`src/hw/rtl/bbp_pkg.sv`:
```
// Shared types and constants for the bimodal two-bit branch predictor.
// No dependencies; bbp_ctrl, bbp_dp and the top level in hw/rtl use this package.
`timescale 1ns / 1ps

package bbp_pkg;

  // Default table geometry, handed to the top-level parameters.
  localparam int TABLE_ENTRIES_DEF = 1024;
  localparam int INDEX_BITS_DEF    = 10;

  // Field widths.
  localparam int ADDR_W      = 64;
  localparam int COUNT_W     = 32;
  localparam int IN_TDATA_W  = 72;  // 64 + 1 bits rounded up to whole bytes
  localparam int OUT_TDATA_W = 72;  // 1 + 1 + 32 + 32 bits rounded up to whole bytes

  // Two-bit saturating counter encoding.
  typedef logic [1:0] ctr_t;
  localparam ctr_t CTR_STRONG_NT = 2'd0;
  localparam ctr_t CTR_WEAK_NT   = 2'd1;
  localparam ctr_t CTR_STRONG_T  = 2'd3;

  typedef enum logic [2:0] {
    ST_CLEAR,
    ST_IDLE,
    ST_MOD,
    ST_READ,
    ST_UPDATE
  } state_t;

  // Commands from the controller to the datapath.
  typedef struct packed {
    logic clr_wr;    // write the reset value at the sweep address and advance
    logic capture;   // latch the incoming branch
    logic mod_step;  // one step of the index reduction
    logic rd_en;     // read the selected counter
    logic update;    // write back the counter and load the result
  } cmd_t;

  // Status from the datapath to the controller.
  typedef struct packed {
    logic clr_last;  // sweep is at the last table entry
    logic mod_last;  // index reduction is at its last step
    logic out_free;  // result register can take a new result this cycle
  } sts_t;

endpackage

```
`src/hw/rtl/bimodal_two_bit_branch_predictor_core.sv`:
```
// Top level of the bimodal two-bit branch predictor; uses bbp_pkg, bbp_ctrl and bbp_dp.
// Each branch goes through the capture, read and write-back steps of the controller, with
// the two-step reciprocal index remainder after the capture when the table is smaller
// than 2^INDEX_BITS. Write-back waits while an earlier result has not gone out, and a new
// branch is taken only after write-back. Reset: synchronous, active low; a clearing pass
// over every table entry sets every counter to weakly-not-taken before any input is taken.
`timescale 1ns / 1ps

module bimodal_two_bit_branch_predictor_core #(
  parameter int TABLE_ENTRIES = bbp_pkg::TABLE_ENTRIES_DEF,
  parameter int INDEX_BITS    = bbp_pkg::INDEX_BITS_DEF
) (
  input  logic                            clk,
  input  logic                            rst_n,
  // Resolved-branch channel.
  input  logic                            in_tvalid,
  output logic                            in_tready,
  // [63:0] branch_address, [64] actual_taken, [71:65] zero.
  input  logic [bbp_pkg::IN_TDATA_W-1:0]  in_tdata,
  // Prediction result channel.
  output logic                            out_tvalid,
  input  logic                            out_tready,
  // [0] predicted_taken, [1] mispredicted, [33:2] prediction_count,
  // [65:34] misprediction_count, [71:66] zero.
  output logic [bbp_pkg::OUT_TDATA_W-1:0] out_tdata
);

  import bbp_pkg::*;

  // The controller sequences each branch: it takes the input transfer, runs
  // the index remainder when the table is smaller than the index range,
  // reads the counter, and writes it back while loading the result register.
  // The result register lets the block take the next branch while a result
  // still waits for its transfer; the write-back of the following branch
  // waits only if that result has not yet gone out.
  cmd_t cmd;
  sts_t sts;

  bbp_ctrl #(
    .TABLE_ENTRIES (TABLE_ENTRIES),
    .INDEX_BITS    (INDEX_BITS)
  ) u_ctrl (
    .clk       (clk),
    .rst_n     (rst_n),
    .in_tvalid (in_tvalid),
    .in_tready (in_tready),
    .sts       (sts),
    .cmd       (cmd)
  );

  // The datapath holds the counter table, the index reduction, the
  // saturating prediction and misprediction counts, and the result register.
  bbp_dp #(
    .TABLE_ENTRIES (TABLE_ENTRIES),
    .INDEX_BITS    (INDEX_BITS)
  ) u_dp (
    .clk        (clk),
    .rst_n      (rst_n),
    .in_tdata   (in_tdata),
    .out_tvalid (out_tvalid),
    .out_tready (out_tready),
    .out_tdata  (out_tdata),
    .cmd        (cmd),
    .sts        (sts)
  );

endmodule

```
`src/hw/rtl/bbp_ram.sv`:
```
// Generic single-write, single-read RAM with a registered read port.
// No dependencies.
`timescale 1ns / 1ps

module bbp_ram #(
  parameter int WIDTH = 2,
  parameter int DEPTH = 1024
) (
  input  logic                     clk,
  input  logic                     wr_en,
  input  logic [$clog2(DEPTH)-1:0] wr_addr,
  input  logic [WIDTH-1:0]         wr_data,
  input  logic                     rd_en,
  input  logic [$clog2(DEPTH)-1:0] rd_addr,
  output logic [WIDTH-1:0]         rd_data
);

  logic [WIDTH-1:0] mem [DEPTH];
  logic [WIDTH-1:0] rd_data_r;

  always_ff @(posedge clk) begin
    if (wr_en) begin
      mem[wr_addr] <= wr_data;
    end
    if (rd_en) begin
      rd_data_r <= mem[rd_addr];
    end
  end

  assign rd_data = rd_data_r;

endmodule

```
`src/hw/rtl/bbp_ctrl.sv`:
```
// Controller state machine of the branch predictor: clearing sweep, input
// transfer, index reduction, counter read and write-back. Uses bbp_pkg.
`timescale 1ns / 1ps

module bbp_ctrl #(
  parameter int TABLE_ENTRIES = bbp_pkg::TABLE_ENTRIES_DEF,
  parameter int INDEX_BITS    = bbp_pkg::INDEX_BITS_DEF
) (
  input  logic          clk,
  input  logic          rst_n,
  input  logic          in_tvalid,
  output logic          in_tready,
  input  bbp_pkg::sts_t sts,
  output bbp_pkg::cmd_t cmd
);

  import bbp_pkg::*;

  // The index needs reducing only when the table is smaller than the index range.
  localparam bit NEED_MOD = (TABLE_ENTRIES < (1 << INDEX_BITS));

  state_t state_r;
  state_t state_nxt;

  always_ff @(posedge clk) begin
    if (!rst_n) begin
      state_r <= ST_CLEAR;
    end else begin
      state_r <= state_nxt;
    end
  end

  always_comb begin
    state_nxt = state_r;
    case (state_r)
      ST_CLEAR: begin
        if (sts.clr_last) begin
          state_nxt = ST_IDLE;
        end
      end
      ST_IDLE: begin
        if (in_tvalid) begin
          state_nxt = NEED_MOD ? ST_MOD : ST_READ;
        end
      end
      ST_MOD: begin
        if (sts.mod_last) begin
          state_nxt = ST_READ;
        end
      end
      ST_READ: begin
        state_nxt = ST_UPDATE;
      end
      ST_UPDATE: begin
        if (sts.out_free) begin
          state_nxt = ST_IDLE;
        end
      end
      default: begin
        state_nxt = ST_CLEAR;
      end
    endcase
  end

  always_comb begin
    cmd       = '0;
    in_tready = 1'b0;
    case (state_r)
      ST_CLEAR: begin
        cmd.clr_wr = 1'b1;
      end
      ST_IDLE: begin
        in_tready   = 1'b1;
        cmd.capture = in_tvalid;
      end
      ST_MOD: begin
        cmd.mod_step = 1'b1;
      end
      ST_READ: begin
        cmd.rd_en = 1'b1;
      end
      ST_UPDATE: begin
        cmd.update = sts.out_free;
      end
      default: begin
        cmd = '0;
      end
    endcase
  end

endmodule

```
`src/hw/rtl/bbp_dp.sv`:
```
// Datapath of the branch predictor: index reduction, counter table, counter
// update, running counts and the result register. Uses bbp_pkg and bbp_ram.
`timescale 1ns / 1ps

module bbp_dp #(
  parameter int TABLE_ENTRIES = bbp_pkg::TABLE_ENTRIES_DEF,
  parameter int INDEX_BITS    = bbp_pkg::INDEX_BITS_DEF
) (
  input  logic                             clk,
  input  logic                             rst_n,
  input  logic [bbp_pkg::IN_TDATA_W-1:0]   in_tdata,
  output logic                             out_tvalid,
  input  logic                             out_tready,
  output logic [bbp_pkg::OUT_TDATA_W-1:0]  out_tdata,
  input  bbp_pkg::cmd_t                    cmd,
  output bbp_pkg::sts_t                    sts
);

  import bbp_pkg::*;

  localparam int  IDX_W    = $clog2(TABLE_ENTRIES);
  localparam bit  NEED_MOD = (TABLE_ENTRIES < (1 << INDEX_BITS));
  localparam logic [IDX_W-1:0] LAST_ENTRY = IDX_W'(TABLE_ENTRIES - 1);

  logic [IDX_W-1:0]      clr_addr_r;
  logic [INDEX_BITS-1:0] idx_raw_r;
  logic [IDX_W-1:0]      idx;
  logic                  taken_r;
  logic                  out_valid_r;
  logic                  pred_r;
  logic                  miss_r;
  logic [COUNT_W-1:0]    pred_cnt_r;
  logic [COUNT_W-1:0]    miss_cnt_r;

  ctr_t                  ctr_rd;
  ctr_t                  ctr_nxt;
  logic                  pred;
  logic                  miss;
  logic                  ram_wr_en;
  logic [IDX_W-1:0]      ram_wr_addr;
  ctr_t                  ram_wr_data;

  // Clearing sweep address.
  always_ff @(posedge clk) begin
    if (!rst_n) begin
      clr_addr_r <= '0;
    end else if (cmd.clr_wr && (clr_addr_r != LAST_ENTRY)) begin
      clr_addr_r <= clr_addr_r + 1'b1;
    end
  end

  // Captured branch.
  always_ff @(posedge clk) begin
    if (cmd.capture) begin
      idx_raw_r <= in_tdata[INDEX_BITS-1:0];
      taken_r   <= in_tdata[ADDR_W];
    end
  end

  generate
    if (NEED_MOD) begin : g_mod
      // Reciprocal of the table size scaled by 2^INDEX_BITS. The estimated quotient is
      // at most one below the true one, so one compare and subtract ends the remainder.
      localparam int MUL_W = 2 * INDEX_BITS;
      localparam logic [INDEX_BITS-1:0] RECIP   =
        INDEX_BITS'((1 << INDEX_BITS) / TABLE_ENTRIES);
      localparam logic [INDEX_BITS-1:0] ENTRIES = INDEX_BITS'(TABLE_ENTRIES);

      logic [IDX_W-1:0]      rem_r;
      logic [INDEX_BITS-1:0] quot_r;
      logic                  step_r;
      logic [MUL_W-1:0]      prod;
      logic [INDEX_BITS-1:0] quot_n;
      logic [INDEX_BITS-1:0] rem_est;

      // First step estimates the quotient, second step forms the remainder.
      assign prod    = MUL_W'(idx_raw_r) * MUL_W'(RECIP);
      assign quot_n  = quot_r * ENTRIES;
      assign rem_est = idx_raw_r - quot_n;

      always_ff @(posedge clk) begin
        if (cmd.capture) begin
          step_r <= 1'b0;
        end else if (cmd.mod_step) begin
          if (!step_r) begin
            quot_r <= prod[MUL_W-1:INDEX_BITS];
          end else begin
            rem_r <= (rem_est >= ENTRIES) ? IDX_W'(rem_est - ENTRIES) : IDX_W'(rem_est);
          end
          step_r <= 1'b1;
        end
      end

      assign idx          = rem_r;
      assign sts.mod_last = step_r;
    end else begin : g_nomod
      assign idx          = IDX_W'(idx_raw_r);
      assign sts.mod_last = 1'b1;
    end
  endgenerate

  // Counter table; the sweep and the write-back share the write port.
  assign ram_wr_en   = cmd.clr_wr | cmd.update;
  assign ram_wr_addr = cmd.clr_wr ? clr_addr_r : idx;
  assign ram_wr_data = cmd.clr_wr ? CTR_WEAK_NT : ctr_nxt;

  bbp_ram #(
    .WIDTH ($bits(ctr_t)),
    .DEPTH (TABLE_ENTRIES)
  ) u_table (
    .clk     (clk),
    .wr_en   (ram_wr_en),
    .wr_addr (ram_wr_addr),
    .wr_data (ram_wr_data),
    .rd_en   (cmd.rd_en),
    .rd_addr (idx),
    .rd_data (ctr_rd)
  );

  // Prediction and saturating counter step.
  assign pred = ctr_rd[1];
  assign miss = pred ^ taken_r;

  always_comb begin
    ctr_nxt = ctr_rd;
    if (taken_r) begin
      if (ctr_rd != CTR_STRONG_T) begin
        ctr_nxt = ctr_rd + 1'b1;
      end
    end else begin
      if (ctr_rd != CTR_STRONG_NT) begin
        ctr_nxt = ctr_rd - 1'b1;
      end
    end
  end

  // Running counts double as the count fields of the result register; they
  // change only when the result slot is free.
  always_ff @(posedge clk) begin
    if (!rst_n) begin
      pred_cnt_r <= '0;
      miss_cnt_r <= '0;
    end else if (cmd.update) begin
      if (!(&pred_cnt_r)) begin
        pred_cnt_r <= pred_cnt_r + 1'b1;
      end
      if (miss && !(&miss_cnt_r)) begin
        miss_cnt_r <= miss_cnt_r + 1'b1;
      end
    end
  end

  always_ff @(posedge clk) begin
    if (!rst_n) begin
      out_valid_r <= 1'b0;
    end else if (cmd.update) begin
      out_valid_r <= 1'b1;
    end else if (out_tready) begin
      out_valid_r <= 1'b0;
    end
  end

  always_ff @(posedge clk) begin
    if (cmd.update) begin
      pred_r <= pred;
      miss_r <= miss;
    end
  end

  assign sts.clr_last = (clr_addr_r == LAST_ENTRY);
  assign sts.out_free = !out_valid_r || out_tready;

  assign out_tvalid = out_valid_r;
  assign out_tdata  = {{(OUT_TDATA_W - 2 - 2 * COUNT_W){1'b0}},
                       miss_cnt_r, pred_cnt_r, miss_r, pred_r};

endmodule

```
`config.mk`:
```
export PLATFORM = sky130hd
export DESIGN_NAME = bimodal_two_bit_branch_predictor_core
export DESIGN_NICKNAME = d
export VERILOG_FILES = /design/src/hw/rtl/bbp_pkg.sv /design/src/hw/rtl/bimodal_two_bit_branch_predictor_core.sv /design/src/hw/rtl/bbp_ram.sv /design/src/hw/rtl/bbp_ctrl.sv /design/src/hw/rtl/bbp_dp.sv
export SDC_FILE = /design/constraint.sdc
export NUM_CORES = 2
export LEC_CHECK = 0
export ABC_CLOCK_PERIOD_IN_PS = 64400
export BUFFER_PORTS_ARGS = -buffer_cell sky130_fd_sc_hd__buf_4
export CAP_MARGIN = 20
export CORE_MARGIN = 5
export CORE_UTILIZATION = 40
export DETAILED_ROUTE_END_ITERATION = 12
export PLACE_DENSITY = 0.59
export SYNTH_ARGS = -nofsm -noshare
export SYNTH_HDL_FRONTEND = slang
export SYNTH_HIERARCHICAL = 1
export SYNTH_SLANG_ARGS = --single-unit
```
`constraint.sdc`:
```
create_clock -name clk -period 64.4 [get_ports clk]
set_input_delay 3.22 -clock clk [delete_from_list [all_inputs] [get_ports clk]]
set_output_delay 3.22 -clock clk [all_outputs]
set_load 0.03 [all_outputs]
```
; ---- After elaboration in Yosys (flattened, before gate mapping)
; Memories as Yosys holds them, arrays and structs flattened. A register that Yosys moved wholly into a read port is not among the register bits.
; Cells that the tools add are included.
[totals]
regBits = 91
latch_bits = 0
mem_bits_rw = 2048
romBits = 0
elab_cells = 59
memories = 1
[mem_list]
columns = memory, words, width, rd, rd_clocked_by_memory_dff, write_ports, line_no
row1 = u_dp.u_table.mem, 1024, 2, 1, 1, 1, bbp_ram.sv:18  ; logic [WIDTH-1:0] mem [DEPTH];
[classes]
add_sub_neg = 5
n_mul = 0
div = 0
magnitude_cmp = 0
eq_ne = 10
shifts = 0
mux = 18
bitwise_logic = 3
n_reduce_logical = 13
[ops]
columns = op, count
row1 = adder 32 x 1 -> 32 bit (second input constant), 2
row2 = AND reduction 32 bit, 2
row3 = case mux 3 bit (5 select lines), 1
row4 = adder 10 x 1 -> 10 bit (second input constant), 1
row5 = equality test 10 bit (second input constant), 1
row6 = two-way mux 10 bit, 1
row7 = inequality test 10 bit (second input constant), 1
row8 = two-way mux 1 bit, 9
row9 = two-way mux 3 bit, 3
row10 = two-way mux 2 bit, 4
row11 = equality test 3 x 2 -> 1 bit (second input constant), 2
row12 = inequality test 2 bit (second input constant), 3
row13 = AND reduction 2 bit, 2
row14 = nonzero test 2 bit, 2
row15 = equality test 3 x 1 -> 1 bit (second input constant), 1
row16 = equality test 3 bit (second input constant), 1
row17 = logical NOT 3 bit, 1
row18 = AND reduction 3 bit, 1
row19 = adder 2 x 1 -> 2 bit (second input constant), 1
row20 = logical AND 1 bit, 2
row21 = logical NOT 1 bit, 2
row22 = inequality test 2 x 1 -> 1 bit (second input constant), 1
row23 = subtractor 2 x 1 -> 2 bit (second input constant), 1
row24 = logical OR 1 bit, 1
row25 = other kinds (3), 3

; ---- Depth between registers and ports, before layout
[depth]
depth_word = 6
mapped_depth = 15
ltp_nobuf = 8

; ---- Cells and area by module
; The synthesis kept the hierarchy.
[modules_own_cells]
columns = mod, instances, cells_per_inst, area_each_um2, seq_area_each_um2
row1 = bbp_ram, 1, 4793, 83777.8, 61559.0
row2 = bbp_dp, 1, 512, 4485.6, 1891.8
row3 = bbp_ctrl, 1, 22, 192.7, 60.1

; ---- Worst setup path after synthesis
; No wires, ideal clock.
[synth_timing]
path_type = reg2reg
start = register u_ctrl.state_r[2]
end = memory u_dp.u_table.mem[0][1] (data pin)
setup_ns = 5.685
t_arrival_ns = 28.128
slack_ns = 30.586
stages_incl_launch_ff = 6
n_path_buf = 3
path_cell_list = dfxtp_1 -> buf_2 -> nor3_1 -> clkbuf_1 -> clkbuf_1 -> a21oi_1
[synth_lines]
columns = item, line_no
row1 = start: declaration, bbp_ctrl.sv:22  ; state_t state_r;
row2 = start signal: assignment, bbp_ctrl.sv:29  ; state_r <= state_nxt;
row3 = end: declaration, bbp_ram.sv:18

==> summary.txt <==
DR pass1 iterations = 6
Least-Margin Pin Slew = 1.237 ns
Ys Warns = 6
Max Buffers Root-to-Sink = 3
number of global-route vias before repair = 49,900
max cap viols = 0
Worst Path Arrival = 7.39 ns
DIE HEIGHT = 480.2 um
post-route setup TNS = 0 ns
CTS clk-pin slew, worst paths = 0.06 ns
Worst EP required = 64.80 ns
hold_sp = u_dp/pred_cnt_r[14]
Hold Crit Class = reg -> reg
Seq pwr share = 0.553
Die X = 480.2 um
Setup crit end kind = register
reg2reg end = u_dp/u_table/rd_data[1]
Gate power share = 0.006
crit-path max FO = 40
Setup Buffers After CTS = 0
most common cell after layout, fill and taps aside = edfxtp_1
Pwr Total = 2.719 mW
Buffers on Ports = 82
Slew Limit Fails = 0
CTS sink count = 2,141
Std-Cell Rows = 172
Final Cycle Share = 0.1085
DRC Markers = 0
Final min period = 6.989 ns
Leakage = 30.65 nW
Area growth syn-to-layout = 11.94%
Worst Setup Start Kind = register
CP Class = reg -> reg
post-CTS resize count = 0
Clock power frac = 0.441
DR WL/cell = 28.63 um
fmax = 143.1 MHz
unrepaired setup endpoints after global routing = no
CTS tree = done
Pwr Density = 27.46 nW/um2
GRT overflow = 0
I/O pins = 150
Gate Count Post-Synth = 5,326
P_sw = 534.4 uW
layout cell share with drive strength beyond 1 = 0.1898
synthesized cell area = 88,450 um2
Routed Antenna Nets = 0
Non-Filler Instances = 8,473
Routed WL = 242,600 um
Skew-Pair Late Insertion Delay = 0.84 ns
gpl congestion = 0.7890
hpwl dp = 131,000 um
routed vias/inst = 5.842
Hold Crit Endpoint = u_dp/pred_cnt_r[14]
first-pass GRT wire length = 348,700 um
DP Area = 92,240 um2
fin area = 99,010 um2
area of the core = 219,900 um2
Setup-failing EPs final = 0
placed cell count = 8,079
Syn Area/Cell = 16.61 um2
slew margin rel. = 0.1651
Initial DRC Count = 6,098
initial antenna violation count = 9
status = complete, no violations
WHS Path Cells = 2
pre-CTS WS = 57.34 ns
Max H-tree Level = 4
P_int = 2.184 mW
reg2reg path depth = 11
worst reg2reg path startpoint = u_dp/idx[0]
R2R setup slack = 57.41 ns
switching part of the total power = 0.1966
worst setup margin = 57.41 ns
largest net degree at the start of global routing = 214
vias = 49,500
hold buffers post-CTS = 0
total track usage = 0.2072
VDD IR-drop max = 0.02970 mV
Initial Utilization = 0.4021
TritonCTS buffer count = 214
Fin. Hold Viols = 0
nets = 5,422
Die Area = 230,600 um2
clk_skew = 0.03868 ns
commonest cells after routing, fill and taps aside = edfxtp_1, nor2_1, mux4_2
Root Driver = clkbuf_16
power by group through the flow:
| stage | registers (mW) | logic (mW) | clock network [mW] |
|---|---|---|---|
| floorplan | 1.53 | 0.00678 | 0 |
| global placement | 1.53 | 0.0171 | 0 |
| detailed placement | 1.53 | 0.0171 | 0 |
| CTS | 1.50 | 0.0171 | 1.22 |
| global route | 1.50 | 0.0176 | 1.28 |
| finish | 1.50 | 0.0172 | 1.20 |
critical path, stage by stage, from the launching register on:
cell and delay [ns]:
edfxtp_1 0.32, buf_4 0.42, buf_4 0.72, buf_4 0.77, buf_4 0.75, mux4_2 0.61, a22oi_1 0.28, a21oi_1 0.17
o31ai_1 0.85, a21oi_1 0.48, o31ai_1 0.64, nand4_1 0.41
final cells by class:
cell class / instances / area (um2)
fillers: 19240 / 120900
multi-input cells: 2736 / 23020
diodes: 3 / 7.507
repair buffers: 229 / 2047
clock buffers: 278 / 5690
flip-flops and latches: 2141 / 63510
inverters: 21 / 82.58
well taps: 2958 / 3701
clock inverters: 107 / 943.4
per-stage QoR:
stage | util | hold slack, ns
after floorplan | - | 0.4631
after global placement | 0.4183 | 0.4730
after detailed placement | 0.4194 | 0.4914
after CTS | 0.4496 | 0.5011
after global routing | 0.4501 | 0.5186
final | 0.4502 | 0.5077
routing by layer:
metal  global-route usage  share of wire
met5                    0       0.000062
met4              0.06370          0.031
met3              0.03397          0.077
met2               0.3458           0.49
met1               0.2805           0.40
registers in the layout, summed over array words and instances (netlist names):
name and count:
u_dp/out_tvalid 1, u_dp/clr_addr_r 10, u_dp/idx 10, u_dp/miss_r 1
u_dp/pred_cnt_r 32, u_dp/pred_r 1, u_ctrl/state_r 3, u_dp/u_table/mem 2048
u_dp/taken_r 1, u_dp/miss_cnt_r 32, u_dp/u_table/rd_data 2
worst max path at each step:
stage,endpoint,startpoint,slack [ns],cells past startpoint
floorplan,u_dp/u_table/mem[0][1],u_ctrl/state_r[1],30.60,5
global placement,u_dp/u_table/rd_data[1],u_dp/idx[0],57.34,11
detailed placement,u_dp/u_table/rd_data[1],u_dp/idx[0],57.34,11
CTS,u_dp/u_table/rd_data[1],u_dp/idx[0],57.31,11
global route,u_dp/u_table/rd_data[1],u_dp/idx[0],57.04,11
finish,u_dp/u_table/rd_data[1],u_dp/idx[0],57.41,11
(Power assumes the default switching activity.)
